<file path="src/rtl/cst_pkg.sv">
// Shared types, constants and character-class helpers for the source tokenizer.
// Used by cst_front, cst_queue, cst_back and cpp_source_tokenizer.
package cst_pkg;

   localparam int MAX_DELIM_LEN = 16;
   localparam int DLEN_W = $clog2(MAX_DELIM_LEN + 1);
   localparam int QUEUE_DEPTH = 2;
   localparam int QCNT_W = $clog2(QUEUE_DEPTH + 1);
   localparam int QPTR_W = $clog2(QUEUE_DEPTH);

   localparam logic [31:0] OFF_MAX = 32'hFFFF_FFFF;
   localparam logic [23:0] LINE_MAX = 24'hFF_FFFF;
   localparam logic [15:0] COL_MAX = 16'hFFFF;

   // token classes
   localparam logic [3:0] K_IDENT = 4'd0;
   localparam logic [3:0] K_NUMBER = 4'd1;
   localparam logic [3:0] K_STRING = 4'd2;
   localparam logic [3:0] K_RAW = 4'd3;
   localparam logic [3:0] K_CHAR = 4'd4;
   localparam logic [3:0] K_SYMBOL = 4'd5;
   localparam logic [3:0] K_DIRECTIVE = 4'd6;
   localparam logic [3:0] K_LINECOM = 4'd7;
   localparam logic [3:0] K_BLOCKCOM = 4'd8;
   localparam logic [3:0] K_ERROR = 4'd9;
   localparam logic [3:0] K_END = 4'd10;

   // error codes
   localparam logic [2:0] E_NONE = 3'd0;
   localparam logic [2:0] E_NO_PAREN = 3'd1;
   localparam logic [2:0] E_OPEN_RAW = 3'd2;
   localparam logic [2:0] E_OPEN_BLOCK = 3'd3;
   localparam logic [2:0] E_OPEN_STRING = 3'd4;
   localparam logic [2:0] E_OPEN_CHAR = 3'd5;
   localparam logic [2:0] E_UNKNOWN = 3'd6;

   // raw prefix tracker codes
   localparam logic [2:0] PFX_NONE = 3'd0;
   localparam logic [2:0] PFX_U = 3'd1;
   localparam logic [2:0] PFX_UL = 3'd2;
   localparam logic [2:0] PFX_U8 = 3'd3;
   localparam logic [2:0] PFX_FULL = 3'd4;

   // byte constants
   localparam logic [7:0] CH_CR = 8'h0D;
   localparam logic [7:0] CH_LF = 8'h0A;
   localparam logic [7:0] CH_DQUOTE = 8'h22;
   localparam logic [7:0] CH_SQUOTE = 8'h27;
   localparam logic [7:0] CH_HASH = 8'h23;
   localparam logic [7:0] CH_LPAREN = 8'h28;
   localparam logic [7:0] CH_RPAREN = 8'h29;
   localparam logic [7:0] CH_BSLASH = 8'h5C;
   localparam logic [7:0] CH_SLASH = 8'h2F;
   localparam logic [7:0] CH_STAR = 8'h2A;
   localparam logic [7:0] CH_DOT = 8'h2E;

   typedef struct packed {
      logic [31:0] off;
      logic [23:0] line;
      logic [15:0] col;
   } pos_type;

   typedef struct packed {
      logic [15:0] end_column;
      logic [23:0] end_line;
      logic [15:0] start_column;
      logic [23:0] start_line;
      logic [31:0] end_offset;
      logic [31:0] start_offset;
      logic [2:0]  error_code;
      logic [3:0]  token_kind;
   } res_type;

   // all results caused by one input transaction
   typedef struct packed {
      logic [1:0]        cnt;
      res_type [2:0]     res;
   } bundle_type;

   function automatic res_type mk_res(logic [3:0] kind, logic [2:0] err,
                                      pos_type s, pos_type e);
      res_type r;
      r.token_kind = kind;
      r.error_code = err;
      r.start_offset = s.off;
      r.end_offset = e.off;
      r.start_line = s.line;
      r.start_column = s.col;
      r.end_line = e.line;
      r.end_column = e.col;
      return r;
   endfunction

   function automatic bundle_type push_res(bundle_type b, res_type r);
      bundle_type o;
      o = b;
      o.res[b.cnt] = r;
      o.cnt = b.cnt + 2'd1;
      return o;
   endfunction

   function automatic logic is_alpha(logic [7:0] c);
      return (c >= 8'h61 && c <= 8'h7A) || (c >= 8'h41 && c <= 8'h5A) || c == 8'h5F;
   endfunction

   function automatic logic is_digit(logic [7:0] c);
      return c >= 8'h30 && c <= 8'h39;
   endfunction

   function automatic logic is_space(logic [7:0] c);
      return c == 8'h20 || (c >= 8'h09 && c <= 8'h0D);
   endfunction

   function automatic logic is_long_start(logic [7:0] c);
      return c == 8'h2D || c == 8'h3A || c == 8'h2B || c == 8'h26 || c == 8'h7C ||
             c == 8'h2E || c == 8'h3D || c == 8'h21 || c == 8'h3C || c == 8'h3E ||
             c == 8'h2A || c == 8'h2F || c == 8'h5E;
   endfunction

   function automatic logic is_single(logic [7:0] c);
      return c == 8'h28 || c == 8'h29 || c == 8'h5B || c == 8'h5D || c == 8'h7B ||
             c == 8'h7D || c == 8'h2C || c == 8'h3F || c == 8'h3B || c == 8'h7E ||
             c == 8'h25;
   endfunction

   // second byte that extends a one-byte symbol into a two-byte one
   function automatic logic is_pair(logic [7:0] p, logic [7:0] c);
      logic r;
      r = 1'b0;
      unique case (p)
         8'h2D: r = c == 8'h3E || c == 8'h2D || c == 8'h3D;
         8'h3A: r = c == 8'h3A;
         8'h2B: r = c == 8'h2B || c == 8'h3D;
         8'h26: r = c == 8'h26 || c == 8'h3D;
         8'h7C: r = c == 8'h7C || c == 8'h3D;
         8'h3D, 8'h21, 8'h3C, 8'h3E, 8'h2A, 8'h2F, 8'h5E: r = c == 8'h3D;
         default: r = 1'b0;
      endcase
      return r;
   endfunction

   function automatic logic [2:0] prefix_next(logic [2:0] t, logic [7:0] c);
      logic [2:0] r;
      r = PFX_NONE;
      unique case (t)
         PFX_U: r = (c == 8'h38) ? PFX_U8 : ((c == 8'h52) ? PFX_FULL : PFX_NONE);
         PFX_UL, PFX_U8: r = (c == 8'h52) ? PFX_FULL : PFX_NONE;
         default: r = PFX_NONE;
      endcase
      return r;
   endfunction

   function automatic logic [31:0] sat32(logic [31:0] v);
      return (v == OFF_MAX) ? v : v + 32'd1;
   endfunction

   function automatic logic [23:0] sat24(logic [23:0] v);
      return (v == LINE_MAX) ? v : v + 24'd1;
   endfunction

   function automatic logic [15:0] sat16(logic [15:0] v);
      return (v == COL_MAX) ? v : v + 16'd1;
   endfunction

endpackage

</file>
<file path="src/rtl/cpp_source_tokenizer.sv">
// Top level of the streaming source tokenizer: front lexer, bundle queue, back end.
// Depends on cst_pkg, cst_front, cst_queue and cst_back.
//
// Usage: source bytes enter on the req_ channel, one per transaction, with
// req_tuser set on the end-of-source transaction (its byte is ignored).
// Tokens leave on the rsp_ channel, tlast marking the last token caused by
// one input transaction; an input that closes no token gives nothing.
// Throughput: one byte per cycle while the queue has room. An input that
// causes n tokens (at most three) has them handed out one per cycle by the
// back end from the head of the queue, while rsp_tready is high.
// A token caused by a byte enters the queue when the byte is taken and is
// offered on rsp_ from its head; tokens that need lookahead appear with the
// following byte. The queue holds two bundles; when the receiver stalls it
// fills and req_tready drops, and nothing is lost or repeated.
// Reset (synchronous, active high) empties the queue and returns the lexer
// to between tokens at line 1, column 1, offset 0. The end marker returns the
// lexer to that state after its tokens; it does not empty the queue.
module cpp_source_tokenizer (
   input  logic         clock,
   input  logic         reset,
   input  logic         req_tvalid,
   output logic         req_tready,
   input  logic [7:0]   req_tdata,   // [7:0] source_byte
   input  logic         req_tuser,   // [0] end_marker
   output logic         rsp_tvalid,
   input  logic         rsp_tready,
   output logic [143:0] rsp_tdata,   // start_offset, end_offset, start_line, start_column,
                                     // end_line, end_column
   output logic [6:0]   rsp_tuser,   // [3:0] token_kind, [6:4] error_code
   output logic         rsp_tlast    // last_result
);
   import cst_pkg::*;

   logic       fire, push, not_full, not_empty, pop;
   bundle_type bundle, head;
   res_type    res;

   assign req_tready = not_full;
   assign fire = req_tvalid && req_tready;

   cst_front u_front (
      .clock       (clock),
      .reset       (reset),
      .fire        (fire),
      .source_byte (req_tdata),
      .end_marker  (req_tuser),
      .push        (push),
      .bundle      (bundle)
   );

   cst_queue u_queue (
      .clock     (clock),
      .reset     (reset),
      .push      (push),
      .push_data (bundle),
      .not_full  (not_full),
      .not_empty (not_empty),
      .head      (head),
      .pop       (pop)
   );

   cst_back u_back (
      .clock     (clock),
      .reset     (reset),
      .avail     (not_empty),
      .head      (head),
      .pop       (pop),
      .out_valid (rsp_tvalid),
      .out_ready (rsp_tready),
      .out_res   (res),
      .out_last  (rsp_tlast)
   );

   // result packing
   assign rsp_tdata = {res.end_column, res.end_line, res.start_column, res.start_line,
                       res.end_offset, res.start_offset};
   assign rsp_tuser = {res.error_code, res.token_kind};

endmodule

</file>
<file path="src/rtl/cst_front.sv">
// Front end of the tokenizer: the lexer state machine, position counters and
// raw-string delimiter match; emits a bundle of results per transaction that has any. Uses cst_pkg.
module cst_front (
   input  logic                clock,
   input  logic                reset,
   input  logic                fire,
   input  logic [7:0]          source_byte,
   input  logic                end_marker,
   output logic                push,
   output cst_pkg::bundle_type bundle
);
   import cst_pkg::*;

   localparam logic [3:0] M_BETWEEN = 4'd0;
   localparam logic [3:0] M_IDENT = 4'd1;
   localparam logic [3:0] M_NUMBER = 4'd2;
   localparam logic [3:0] M_SYMBOL = 4'd3;
   localparam logic [3:0] M_DIRECTIVE = 4'd4;
   localparam logic [3:0] M_LINECOM = 4'd5;
   localparam logic [3:0] M_BLOCKCOM = 4'd6;
   localparam logic [3:0] M_STRING = 4'd7;
   localparam logic [3:0] M_CHAR = 4'd8;
   localparam logic [3:0] M_RAWDELIM = 4'd9;
   localparam logic [3:0] M_RAWBODY = 4'd10;

   logic [3:0]        mode_ff, mode_in;
   logic [7:0]        pend_ff, pend_in;
   logic [1:0]        pcnt_ff, pcnt_in;
   logic [2:0]        pfx_ff, pfx_in;
   logic [DLEN_W-1:0] dlen_ff, dlen_in;
   logic [1:0]        esc_ff, esc_in;
   logic              prev_cr_ff, prev_cr_in;
   logic              err_ff, err_in;
   pos_type           cur_ff, cur_in;
   pos_type           tok_ff, tok_in;
   // delimiter held newest byte first, so entry j lines up with tail entry j
   logic [7:0]        dref_ff [MAX_DELIM_LEN];
   logic [7:0]        dref_in [MAX_DELIM_LEN];
   logic [7:0]        tail_ff [MAX_DELIM_LEN+1];
   logic [7:0]        tail_in [MAX_DELIM_LEN+1];

   pos_type    np, bumped;
   logic       closes;
   logic       consumed;
   logic       do_start, do_flush;
   bundle_type b;
   logic [7:0] c;

   assign c = source_byte;

   // position just past the current byte
   always_comb begin
      np.off = sat32(cur_ff.off);
      np.line = cur_ff.line;
      np.col = cur_ff.col;
      if (c == CH_CR || (c == CH_LF && !prev_cr_ff)) begin
         np.line = sat24(cur_ff.line);
         np.col = 16'd1;
      end else if (c != CH_LF) begin
         np.col = sat16(cur_ff.col);
      end
      bumped.off = sat32(tok_ff.off);
      bumped.line = tok_ff.line;
      bumped.col = sat16(tok_ff.col);
   end

   // raw terminator: ')' then delimiter, all within the tail window
   always_comb begin
      closes = (tail_ff[dlen_ff] == CH_RPAREN);
      for (int j = 0; j < MAX_DELIM_LEN; j++) begin
         if (DLEN_W'(j) < dlen_ff && tail_ff[j] != dref_ff[j]) closes = 1'b0;
      end
   end

   // escape handling shared by strings, chars and line tokens
   always_comb begin
      consumed = 1'b0;
      if (esc_ff == 2'd2) consumed = (c == CH_LF);
      else if (esc_ff == 2'd1) consumed = 1'b1;
   end

   // lexer step
   always_comb begin
      mode_in = mode_ff;
      pend_in = pend_ff;
      pcnt_in = pcnt_ff;
      pfx_in = pfx_ff;
      dlen_in = dlen_ff;
      esc_in = esc_ff;
      prev_cr_in = prev_cr_ff;
      err_in = err_ff;
      cur_in = cur_ff;
      tok_in = tok_ff;
      dref_in = dref_ff;
      tail_in = tail_ff;
      b = '0;
      do_start = 1'b0;
      do_flush = 1'b0;
      if (fire && end_marker) begin
         if (!err_ff) begin
            unique case (mode_ff)
               M_IDENT: b = push_res(b, mk_res(K_IDENT, E_NONE, tok_ff, cur_ff));
               M_NUMBER: b = push_res(b, mk_res(K_NUMBER, E_NONE, tok_ff, cur_ff));
               M_SYMBOL: do_flush = 1'b1;
               M_DIRECTIVE: b = push_res(b, mk_res(K_DIRECTIVE, E_NONE, tok_ff, cur_ff));
               M_LINECOM: b = push_res(b, mk_res(K_LINECOM, E_NONE, tok_ff, cur_ff));
               M_BLOCKCOM: b = push_res(b, mk_res(K_ERROR, E_OPEN_BLOCK, tok_ff, cur_ff));
               M_STRING: b = push_res(b, mk_res(K_ERROR, E_OPEN_STRING, tok_ff, cur_ff));
               M_CHAR: b = push_res(b, mk_res(K_ERROR, E_OPEN_CHAR, tok_ff, cur_ff));
               M_RAWDELIM: b = push_res(b, mk_res(K_ERROR, E_NO_PAREN, tok_ff, cur_ff));
               M_RAWBODY: b = push_res(b, mk_res(K_ERROR, E_OPEN_RAW, tok_ff, cur_ff));
               default: ;
            endcase
            if (do_flush) begin
               if (pcnt_ff >= 2'd2) begin
                  b = push_res(b, mk_res(K_SYMBOL, E_NONE, tok_ff, bumped));
                  b = push_res(b, mk_res(K_SYMBOL, E_NONE, bumped, cur_ff));
               end else if (pcnt_ff == 2'd1) begin
                  b = push_res(b, mk_res(K_SYMBOL, E_NONE, tok_ff, cur_ff));
               end
            end
         end
         b = push_res(b, mk_res(K_END, E_NONE, cur_ff, cur_ff));
         // back to the reset state
         mode_in = M_BETWEEN;
         pend_in = '0;
         pcnt_in = '0;
         pfx_in = PFX_NONE;
         dlen_in = '0;
         esc_in = '0;
         prev_cr_in = 1'b0;
         err_in = 1'b0;
         cur_in = '{off: 32'd0, line: 24'd1, col: 16'd1};
         tok_in = '{off: 32'd0, line: 24'd1, col: 16'd1};
         for (int j = 0; j <= MAX_DELIM_LEN; j++) tail_in[j] = '0;
      end else if (fire && !err_ff) begin
         unique case (mode_ff)
            M_IDENT: begin
               if (is_alpha(c) || is_digit(c)) begin
                  pfx_in = prefix_next(pfx_ff, c);
               end else if (c == CH_DQUOTE && pfx_ff == PFX_FULL) begin
                  mode_in = M_RAWDELIM;
                  dlen_in = '0;
               end else begin
                  b = push_res(b, mk_res(K_IDENT, E_NONE, tok_ff, cur_ff));
                  do_start = 1'b1;
               end
            end
            M_NUMBER: begin
               if (!is_digit(c)) begin
                  b = push_res(b, mk_res(K_NUMBER, E_NONE, tok_ff, cur_ff));
                  do_start = 1'b1;
               end
            end
            M_SYMBOL: begin
               if (pcnt_ff == 2'd1 && pend_ff == CH_SLASH &&
                   (c == CH_SLASH || c == CH_STAR)) begin
                  mode_in = (c == CH_SLASH) ? M_LINECOM : M_BLOCKCOM;
                  esc_in = '0;
                  pcnt_in = '0;
               end else if (pcnt_ff == 2'd1 && pend_ff == CH_DOT && c == CH_DOT) begin
                  pcnt_in = 2'd2;
               end else if ((pcnt_ff == 2'd1 && is_pair(pend_ff, c)) ||
                            (pcnt_ff != 2'd1 && c == CH_DOT)) begin
                  b = push_res(b, mk_res(K_SYMBOL, E_NONE, tok_ff, np));
                  pcnt_in = '0;
                  mode_in = M_BETWEEN;
               end else begin
                  // two dots without a third give two one-dot symbols
                  if (pcnt_ff >= 2'd2) begin
                     b = push_res(b, mk_res(K_SYMBOL, E_NONE, tok_ff, bumped));
                     b = push_res(b, mk_res(K_SYMBOL, E_NONE, bumped, cur_ff));
                  end else if (pcnt_ff == 2'd1) begin
                     b = push_res(b, mk_res(K_SYMBOL, E_NONE, tok_ff, cur_ff));
                  end
                  pcnt_in = '0;
                  do_start = 1'b1;
               end
            end
            M_DIRECTIVE, M_LINECOM: begin
               if (esc_ff != 2'd0) begin
                  esc_in = (esc_ff == 2'd1 && c == CH_CR) ? 2'd2 : 2'd0;
               end
               if (!consumed) begin
                  if (c == CH_CR || c == CH_LF) begin
                     b = push_res(b, mk_res((mode_ff == M_DIRECTIVE) ? K_DIRECTIVE : K_LINECOM,
                                            E_NONE, tok_ff, cur_ff));
                     do_start = 1'b1;
                  end else if (c == CH_BSLASH) begin
                     esc_in = 2'd1;
                  end
               end
            end
            M_BLOCKCOM: begin
               if (esc_ff == 2'd1 && c == CH_SLASH) begin
                  b = push_res(b, mk_res(K_BLOCKCOM, E_NONE, tok_ff, np));
                  mode_in = M_BETWEEN;
                  esc_in = '0;
               end else begin
                  esc_in = (c == CH_STAR) ? 2'd1 : 2'd0;
               end
            end
            M_STRING, M_CHAR: begin
               if (esc_ff != 2'd0) begin
                  esc_in = (esc_ff == 2'd1 && c == CH_CR) ? 2'd2 : 2'd0;
               end
               if (!consumed) begin
                  if (c == CH_BSLASH) begin
                     esc_in = 2'd1;
                  end else if (c == ((mode_ff == M_STRING) ? CH_DQUOTE : CH_SQUOTE)) begin
                     b = push_res(b, mk_res((mode_ff == M_STRING) ? K_STRING : K_CHAR,
                                            E_NONE, tok_ff, np));
                     mode_in = M_BETWEEN;
                  end
               end
            end
            M_RAWDELIM: begin
               if (c == CH_LPAREN) begin
                  mode_in = M_RAWBODY;
                  for (int j = 0; j <= MAX_DELIM_LEN; j++) tail_in[j] = '0;
               end else if (dlen_ff >= DLEN_W'(MAX_DELIM_LEN)) begin
                  b = push_res(b, mk_res(K_ERROR, E_NO_PAREN, tok_ff, np));
                  err_in = 1'b1;
                  mode_in = M_BETWEEN;
                  pcnt_in = '0;
               end else begin
                  dref_in[0] = c;
                  for (int j = 1; j < MAX_DELIM_LEN; j++) dref_in[j] = dref_ff[j-1];
                  dlen_in = dlen_ff + 1'b1;
               end
            end
            M_RAWBODY: begin
               if (c == CH_DQUOTE && closes) begin
                  b = push_res(b, mk_res(K_RAW, E_NONE, tok_ff, np));
                  mode_in = M_BETWEEN;
               end else begin
                  tail_in[0] = c;
                  for (int j = 1; j <= MAX_DELIM_LEN; j++) tail_in[j] = tail_ff[j-1];
               end
            end
            default: do_start = 1'b1;
         endcase

         // start of a new token with this byte
         if (do_start) begin
            tok_in = cur_ff;
            mode_in = M_BETWEEN;
            esc_in = '0;
            priority if (is_space(c)) begin
            end else if (is_alpha(c)) begin
               mode_in = M_IDENT;
               pfx_in = (c == 8'h52) ? PFX_FULL :
                        ((c == 8'h75) ? PFX_U :
                         ((c == 8'h55 || c == 8'h4C) ? PFX_UL : PFX_NONE));
            end else if (is_digit(c)) begin
               mode_in = M_NUMBER;
            end else if (c == CH_DQUOTE) begin
               mode_in = M_STRING;
            end else if (c == CH_SQUOTE) begin
               mode_in = M_CHAR;
            end else if (c == CH_HASH) begin
               mode_in = M_DIRECTIVE;
            end else if (is_long_start(c)) begin
               mode_in = M_SYMBOL;
               pend_in = c;
               pcnt_in = 2'd1;
            end else if (is_single(c)) begin
               b = push_res(b, mk_res(K_SYMBOL, E_NONE, cur_ff, np));
            end else begin
               b = push_res(b, mk_res(K_ERROR, E_UNKNOWN, cur_ff, np));
               err_in = 1'b1;
               pcnt_in = '0;
            end
         end

         cur_in = np;
         prev_cr_in = (c == CH_CR);
      end
   end

   assign push = fire && (b.cnt != 2'd0);
   assign bundle = b;

   // control state
   always_ff @(posedge clock) begin
      if (reset) begin
         mode_ff <= M_BETWEEN;
         pend_ff <= '0;
         pcnt_ff <= '0;
         pfx_ff <= PFX_NONE;
         dlen_ff <= '0;
         esc_ff <= '0;
         prev_cr_ff <= 1'b0;
         err_ff <= 1'b0;
         cur_ff <= '{off: 32'd0, line: 24'd1, col: 16'd1};
         tok_ff <= '{off: 32'd0, line: 24'd1, col: 16'd1};
         for (int j = 0; j <= MAX_DELIM_LEN; j++) tail_ff[j] <= '0;
      end else begin
         mode_ff <= mode_in;
         pend_ff <= pend_in;
         pcnt_ff <= pcnt_in;
         pfx_ff <= pfx_in;
         dlen_ff <= dlen_in;
         esc_ff <= esc_in;
         prev_cr_ff <= prev_cr_in;
         err_ff <= err_in;
         cur_ff <= cur_in;
         tok_ff <= tok_in;
         tail_ff <= tail_in;
      end
   end

   // delimiter bytes, only read once written
   always_ff @(posedge clock) begin
      dref_ff <= dref_in;
   end

   a_dlen_max: assert property (@(posedge clock) disable iff (reset)
      dlen_ff <= DLEN_W'(MAX_DELIM_LEN))
      else $error("delimiter length beyond maximum");
   a_err_quiet: assert property (@(posedge clock) disable iff (reset)
      (err_ff && fire && !end_marker) |-> !push)
      else $error("result after latched error");
   a_end_resets: assert property (@(posedge clock) disable iff (reset)
      (fire && end_marker) |=> (!err_ff && mode_ff == M_BETWEEN))
      else $error("end marker did not return to idle");

endmodule

</file>
<file path="src/rtl/cst_queue.sv">
// Two-entry queue of result bundles between the lexer front and the output back.
// Uses cst_pkg.
module cst_queue (
   input  logic                clock,
   input  logic                reset,
   input  logic                push,
   input  cst_pkg::bundle_type push_data,
   output logic                not_full,
   output logic                not_empty,
   output cst_pkg::bundle_type head,
   input  logic                pop
);
   import cst_pkg::*;

   bundle_type          mem_ff [QUEUE_DEPTH];
   logic [QPTR_W-1:0]   rd_ff, rd_in, wr_ff, wr_in;
   logic [QCNT_W-1:0]   cnt_ff, cnt_in;

   assign not_full = cnt_ff != QCNT_W'(QUEUE_DEPTH);
   assign not_empty = cnt_ff != '0;
   assign head = mem_ff[rd_ff];

   // pointer and fill update
   always_comb begin
      rd_in = rd_ff;
      wr_in = wr_ff;
      cnt_in = cnt_ff;
      if (push) wr_in = (wr_ff == QPTR_W'(QUEUE_DEPTH - 1)) ? '0 : wr_ff + 1'b1;
      if (pop) rd_in = (rd_ff == QPTR_W'(QUEUE_DEPTH - 1)) ? '0 : rd_ff + 1'b1;
      if (push && !pop) cnt_in = cnt_ff + 1'b1;
      else if (pop && !push) cnt_in = cnt_ff - 1'b1;
   end

   always_ff @(posedge clock) begin
      if (reset) begin
         rd_ff <= '0;
         wr_ff <= '0;
         cnt_ff <= '0;
      end else begin
         rd_ff <= rd_in;
         wr_ff <= wr_in;
         cnt_ff <= cnt_in;
      end
   end

   always_ff @(posedge clock) begin
      if (push) mem_ff[wr_ff] <= push_data;
   end

   a_no_overflow: assert property (@(posedge clock) disable iff (reset)
      push |-> (not_full || pop))
      else $error("queue overflow");
   a_no_underflow: assert property (@(posedge clock) disable iff (reset)
      pop |-> not_empty)
      else $error("queue underflow");
   a_head_nonempty: assert property (@(posedge clock) disable iff (reset)
      not_empty |-> head.cnt != 2'd0)
      else $error("empty bundle queued");

endmodule

</file>
<file path="src/rtl/cst_back.sv">
// Back end: hands the results of the head bundle out one transaction at a time
// and marks the last one. Uses cst_pkg.
module cst_back (
   input  logic                clock,
   input  logic                reset,
   input  logic                avail,
   input  cst_pkg::bundle_type head,
   output logic                pop,
   output logic                out_valid,
   input  logic                out_ready,
   output cst_pkg::res_type    out_res,
   output logic                out_last
);
   import cst_pkg::*;

   logic [1:0] idx_ff, idx_in;

   assign out_valid = avail;
   assign out_res = head.res[idx_ff];
   assign out_last = (idx_ff == head.cnt - 2'd1);
   assign pop = avail && out_ready && out_last;

   // walk through the bundle
   always_comb begin
      idx_in = idx_ff;
      if (avail && out_ready) idx_in = out_last ? 2'd0 : idx_ff + 2'd1;
   end

   always_ff @(posedge clock) begin
      if (reset) idx_ff <= '0;
      else idx_ff <= idx_in;
   end

endmodule

</file>
<file path="config.mk">
export PLATFORM = sky130hd
export DESIGN_NAME = cpp_source_tokenizer
export DESIGN_NICKNAME = d
export VERILOG_FILES = /design/src/rtl/cst_pkg.sv /design/src/rtl/cpp_source_tokenizer.sv /design/src/rtl/cst_front.sv /design/src/rtl/cst_queue.sv /design/src/rtl/cst_back.sv
export SDC_FILE = /design/constraint.sdc
export NUM_CORES = 2
export LEC_CHECK = 0
export BUFFER_PORTS_ARGS = -buffer_cell sky130_fd_sc_hd__buf_2
export CORE_MARGIN = 2
export CORE_UTILIZATION = 60
export DETAILED_ROUTE_END_ITERATION = 12
export PLACE_DENSITY = 0.77
export SETUP_SLACK_MARGIN = 0.02
export SYNTH_ARGS = -nofsm -noshare
export SYNTH_HDL_FRONTEND = slang
export SYNTH_SLANG_ARGS = --single-unit
</file>
<file path="constraint.sdc">
create_clock -name clock -period 67.3 [get_ports clock]
set_input_delay 6.73 -clock clock [delete_from_list [all_inputs] [get_ports clock]]
set_output_delay 6.73 -clock clock [all_outputs]
set_load 0.02 [all_outputs]
</file>
-- Word-level counts from Yosys, hierarchy flattened
Memory sizes are Yosys's and may differ from the RTL's. A register that Yosys moved wholly into a read port is not among the register bits.
Index checks and enable logic that the tools add are counted.
- bits in registers: 440
- bits in writable memories: 910
- input port bits: 13
- output and inout bits: 154
- logic and storage cells: 523
- memories: 1
- $add $sub $neg: 16
- $lt $le $gt $ge: 36
- equality and inequality tests: 111
- mux-type cells: 194
- bitwise logic cells: 10
- reductions and logical operators: 104
- memory list (name ; depth ; bits a word ; rd ports ; clocked after memory_dff ; write ports ; RTL line ; source):
    u_queue.mem_ff ; 2 ; 455 ; 1 ; 1 ; 1 ; cst_queue.sv:15 ; bundle_type mem_ff [QUEUE_DEPTH];
- operator list (cell ; number):
    2-to-1 mux 455 bit ; 28
    case mux 454 bit (9 select lines) ; 1
    case mux 455 bit (8 select lines) ; 1
    2-to-1 mux 454 bit ; 8
    bitwise mux 453 bit ; 6
    demux 151 bit (select 2 bit) ; 4
    2-to-1 mux 151 bit ; 5
    2-to-1 mux 453 bit ; 1
    binary-select mux 151 bit (select 2 bit) ; 1
    == test 8 x 6 -> 1 bit, second input constant ; 34
    2-to-1 mux 136 bit ; 2
    case mux 136 bit (2 select lines) ; 1
    inequality test 8 bit ; 16
    == test 8 x 7 -> 1 bit, second input constant ; 15
    2-to-1 mux 4 bit ; 19
    adder 32 x 1 -> 32 bit, second input constant ; 2
    == test 32 bit, second input constant ; 2
    2-to-1 mux 16 bit ; 4
    2-to-1 mux 32 bit ; 2
    2-to-1 mux 1 bit ; 56
    2-to-1 mux 2 bit ; 28
    2-to-1 mux 24 bit ; 2
    logical AND 1 bit ; 43
    binary-select mux 8 bit (select 5 bit) ; 1
    other kinds (69) ; 189

-- Logic depth before layout (Yosys ltp)
- depth in word-level cells: 48
- mapped depth: 22

-- Cells and area by module
Synthesis repeated with hierarchy kept, for this count alone.
- cells, all modules: 5919
- area, all modules: 67279.5 µm²
- modules (own cells, without submodules) (module ; instances ; cells an instance ; area each (µm²)):
    cst_queue ; 1 ; 1438 ; 33382.0
    cst_front ; 1 ; 3959 ; 30584.3
    cst_back ; 1 ; 521 ; 3306.9
    cpp_source_tokenizer ; 1 ; 1 ; 6.3

-- Worst setup path after synthesis
No wires, ideal clock.
- path kind: in2reg
- start: input port req_tdata[4]
- end: memory u_queue.mem_ff[1][0] (netlist bit) (enable)
- arrival time: 29.100 ns
- path slack: 36.879 ns
- stages on the path: 15
- cell sequence: or4b_1 > buf_2 > nor4_1 > nand4_1 > and2_1 > buf_2 > o211a_1 > buf_2 > clkbuf_1 > clkbuf_1 > ha_1 > inv_1 > a211o_1 > a31oi_1 > nor2b_1
- cells in the longest elaborated chain, start to end: 32
- ends and longest elaborated chain (item ; RTL line ; source):
    from (decl) ; cpp_source_tokenizer.sv:23 ; input logic [7:0] req_tdata,
    == test 8 x 6 -> 1 bit (on tied branches) ; cst_pkg.sv:116, cst_pkg.sv:131, cst_pkg.sv:115 ;
    logical OR 1 bit (2 in a row) ; cst_pkg.sv:131 ; 8'h2D: r = c == 8'h3E || c == 8'h2D || c == 8'h3D;
    case mux 1 bit (6 select lines) ; cst_pkg.sv:130 ; unique case (p)
    2-to-1 mux 1 bit ; cst_front.sv:161 ; end else if (pcnt_ff == 2'd1 && pend_ff == CH_DOT && c == CH_DOT) begin
    2-to-1 mux 1 bit ; cst_front.sv:156 ; if (pcnt_ff == 2'd1 && pend_ff == CH_SLASH &&
    2-to-1 mux 1 bit ; cst_front.sv:137 ; unique case (mode_ff)
    2-to-1 mux 1 bit ; cst_front.sv:136 ; end else if (fire && !err_ff) begin
    2-to-1 mux 1 bit ; cst_front.sv:99 ; if (fire && end_marker) begin
    [15 not listed] ; - ;
    2-to-1 mux 455 bit ; cst_front.sv:249 ; priority if (is_space(c)) begin
    2-to-1 mux 455 bit (*) ; cst_front.sv:245 ; if (do_start) begin
    2-to-1 mux 455 bit (*) ; cst_front.sv:136 ;
    2-to-1 mux 455 bit (*) ; cst_front.sv:99 ;
    nonzero test 2 bit (*) ; cst_front.sv:281 ; assign push = fire && (b.cnt != 2'd0);
    logical AND 1 bit (*) ; cst_front.sv:281 ;
    2-to-1 mux 1 bit (*) ; cst_queue.sv:47 ; if (push) mem_ff[wr_ff] <= push_data;
    2-to-1 mux 1 bit (not written as such) (*) ; cst_queue.sv:47 ;
    to (decl) ; cst_queue.sv:15 ;
Mark *: on every way between the ends. The rest lies on a longest branch, timed or not. The select of a mux whose other input is x is not followed.

-- Worst setup path after layout
- start: input port req_tdata[4]
- end: memory u_queue.mem_ff[1][127] (netlist bit) (enable)
Same word-level chain as after synthesis.

==> metrics.cfg <==
[sta]
rsz0062_at_grt=no
fin_skew_ps=31.8
hold_viol_final=0
tightestPinTransition_ps=1610
setup_viol=0
finalMaxSlewViolations=3
relSlewSlack_pct=-8.72
period_minus_slack_ps=13000
clock.fmax_ghz=0.0769
period_share_pct=19.3
setup_tns_ps=0

[setup_path]
cp.arrival_ps=13370
startpoint_type=input pin
crit_path_end_kind=flip-flop
reg2reg_slack_ps=59710
crit_fanout=82
worstPathRequired_ps=67670
crit_type=input pin to flip-flop

[run_status]
violations=max-capacitance violations, max-slew violations
outcome=finished, violations left

[grt]
overflow=0
grt_pass1_wl_um=300000
track_usage_pct=35.9
first_global_vias=47664
antenna_found_initial=5
grt_max_degree=187

[drt]
drcViolationCount=0
wirelength_um=202000
first_pass_iters=10
drtIter0Drc=8237
vias=50131
drtAntennaViolNets=0
post_drt_wl_per_cell_um=28.6
avgViaCountPerCell=7.09

[flow_run]
cap_violations=1

[cts]
hold_buffers=0
ctsLongestPathBuffers=3
path_clk_slew_ps=60
root_buffer=clkbuf_16
htree_levels=4
cts_resized=0
clock_latency_ps=770
cts_tree=done
clock-sinks=1343
cts_buffers=141
postCtsSetupRepairBufs=0

[cells_and_area]
nNetsFinal=5581
final_util_pct=66.2
n_fill_cell=7809
syn2layout_area_growth_pct=9.24
drive_gt1_share_pct=12.4

[logic_synthesis]
yosysSeqAreaShare_pct=57.2
synth-edff-count=1030
synth_warnings=0
async_reset_ff_share_pct=0
ys_ff_latch=1343
synth_top_flop_cell=edfxtp_1
synth_fp_nets=5677
synthTopCellsByArea=edfxtp_1, dfxtp_1, mux4_2
avgSynthCellArea_um2=11.5
syn_inst=5650
synth_area_leader_cell=edfxtp_1
syn-cell-area_um2=65000
yosysTopAreaCellShare_pct=47.6
synth_cell_types=98

[place]
dpl.hpwl_um=123000
port-buffer-count=166
gp_congestion=0.971

[pwr]
total_power_uw=2860
vdd_ir_drop_max_mv=0.0652
p_leak_uw=0.0226
power-per-cell-area_nw_per_um2=40.4

[floorplanning]
core_um2=107000
dieArea_um2=111000
fp-row-count=120
die_w_um=333
start_util_pct=60.6
io_pins=167
dieHeight_um=333

[min_path]
hold_class=flip-flop to flip-flop

## kinds of logic after synthesis
kind of cell               after synthesis  share of synthesized area, %
AOI/OAI and AO/OA                     1521                          15.3
buffers and inverters                  686                          4.15
xor gates and xnor gates               269                          3.63
and+or+nand+nor                       1455                          10.7
muxes                                  362                          8.72
DFF                                   1343                          57.2
adders and majority gates               14                         0.270
## worst max-delay path: stages
cell and delay [ps]:
buf_2 230, or4b_1 760, or3_4 440, a2111o_1 370, nor4_2 280, nand4_1 590, nand2_1 350, inv_1 100
ha_1 310, inv_1 60, a211o_1 130, a31oi_1 240, nor2b_4 880, buf_4 810, buf_4 960
## registers in the layout, summed over array words and instances (netlist names), named ones only
register	flops
u_back.idx_ff	2
u_front.bumped	24
u_front.cur_ff	72
u_front.dlen_ff	5
u_front.dref_ff	128
u_front.err_ff	1
u_front.esc_ff	2
u_front.mode_ff	4
u_front.pcnt_ff	2
u_front.pend_ff	8
u_front.pfx_ff	3
u_front.prev_cr_ff	1
u_front.tail_ff	136
u_front.tok_ff	48
u_queue.cnt_ff	2
u_queue.mem_ff	902
u_queue.rd_ff	1
u_queue.wr_ff	1
## report_power, final
part,switching (uW),total [uW],internal [uW]
registers,56.8,1140,1080
clock network,320,750,430
logic,726,976,250
## final cells by class
cell class	instances	area, um2	area share [%]
Tap cell	1403	1760	2.47
Inverter	190	713	1.00
Antenna cell	1	2.50	0.00353
Sequential cell	1343	37200	52.4
Clock inverter	56	397	0.559
Clock buffer	204	4040	5.70
Timing Repair Buffer	257	1550	2.19
Multi-Input combinational cell	3621	25300	35.7
## path summary, 6_finish.rpt
path	cells past startpoint	endpoint	startpoint
hold / removal	0	u_front.dref_ff[41]	u_front.dref_ff[49]
hold reg to reg	0	u_front.dref_ff[41]	u_front.dref_ff[49]
setup reg to reg	13	u_queue.mem_ff[1][127]	u_front.mode_ff[1]
setup / recovery	15	u_queue.mem_ff[1][127]	req_tdata[4]
## routing by layer
layer | part of all wire (%) | global-route usage [%] | vias up
met1 | 36 | 48.0 | 24358
li1 | - | - | 21193
met5 | 0.010 | 0 | -
met4 | 5.8 | 18.2 | 4
met3 | 13 | 9.61 | 813
met2 | 45 | 54.3 | 3763
## Yosys cell counts, types with 8 or more instances
master and number:
a211oi_1 20, a21o_1 34, a21oi_1 351, a221o_1 12, a221oi_1 10, a22o_1 91, a22oi_1 258, a2bb2oi_1 14
a31oi_1 48, and2_1 99, and3_1 24, and4_1 11, buf_1 44, buf_2 73, buf_4 8, clkbuf_1 371
dfxtp_1 313, edfxtp_1 1030, ha_1 14, inv_1 188, mux2i_1 197, mux4_2 163, nand2_1 439, nand2b_1 28
nand3_1 85, nand4_1 58, nor2_1 422, nor2b_1 17, nor3_1 106, nor3b_1 14, nor4_1 48, o211ai_1 17
o21a_1 20, o21ai_0 207, o221ai_1 9, o22a_1 26, o22ai_1 298, o31ai_1 22, o32ai_1 9, or2_2 13
or3_1 32, xnor2_1 137, xor2_1 132
## cells in the final DEF, fill, tap and decap left out, drive strengths merged, types with 28 or more instances in the layout
cell type,count
o22ai,298
xor2,132
mux2i,197
inv,194
nor2,423
o21ai,216
and2,99
mux4,163
nor4,51
a31oi,51
a22oi,258
a21o,34
nor3,107
nand2,440
dfxtp,313
buf,257
clkbuf,204
xnor2,137
nand2b,28
or3,33
a22o,91
a21oi,351
edfxtp,1030
nand3,86
nand4,58
clkinv,45
## per-stage QoR
stage	setup WS (ps)	instances	hold slack [ps]	instance area, um2
3_3_place_gp	53670	6814	448	66500
4_1_cts	54390	7074	463	71000
5_1_grt	53910	7074	470	71000
2_1_floorplan	36880	5650	447	65000
3_5_place_dp	53610	6814	455	66500
6_report	54300	7075	462	71000
(Power assumes the default switching activity.)
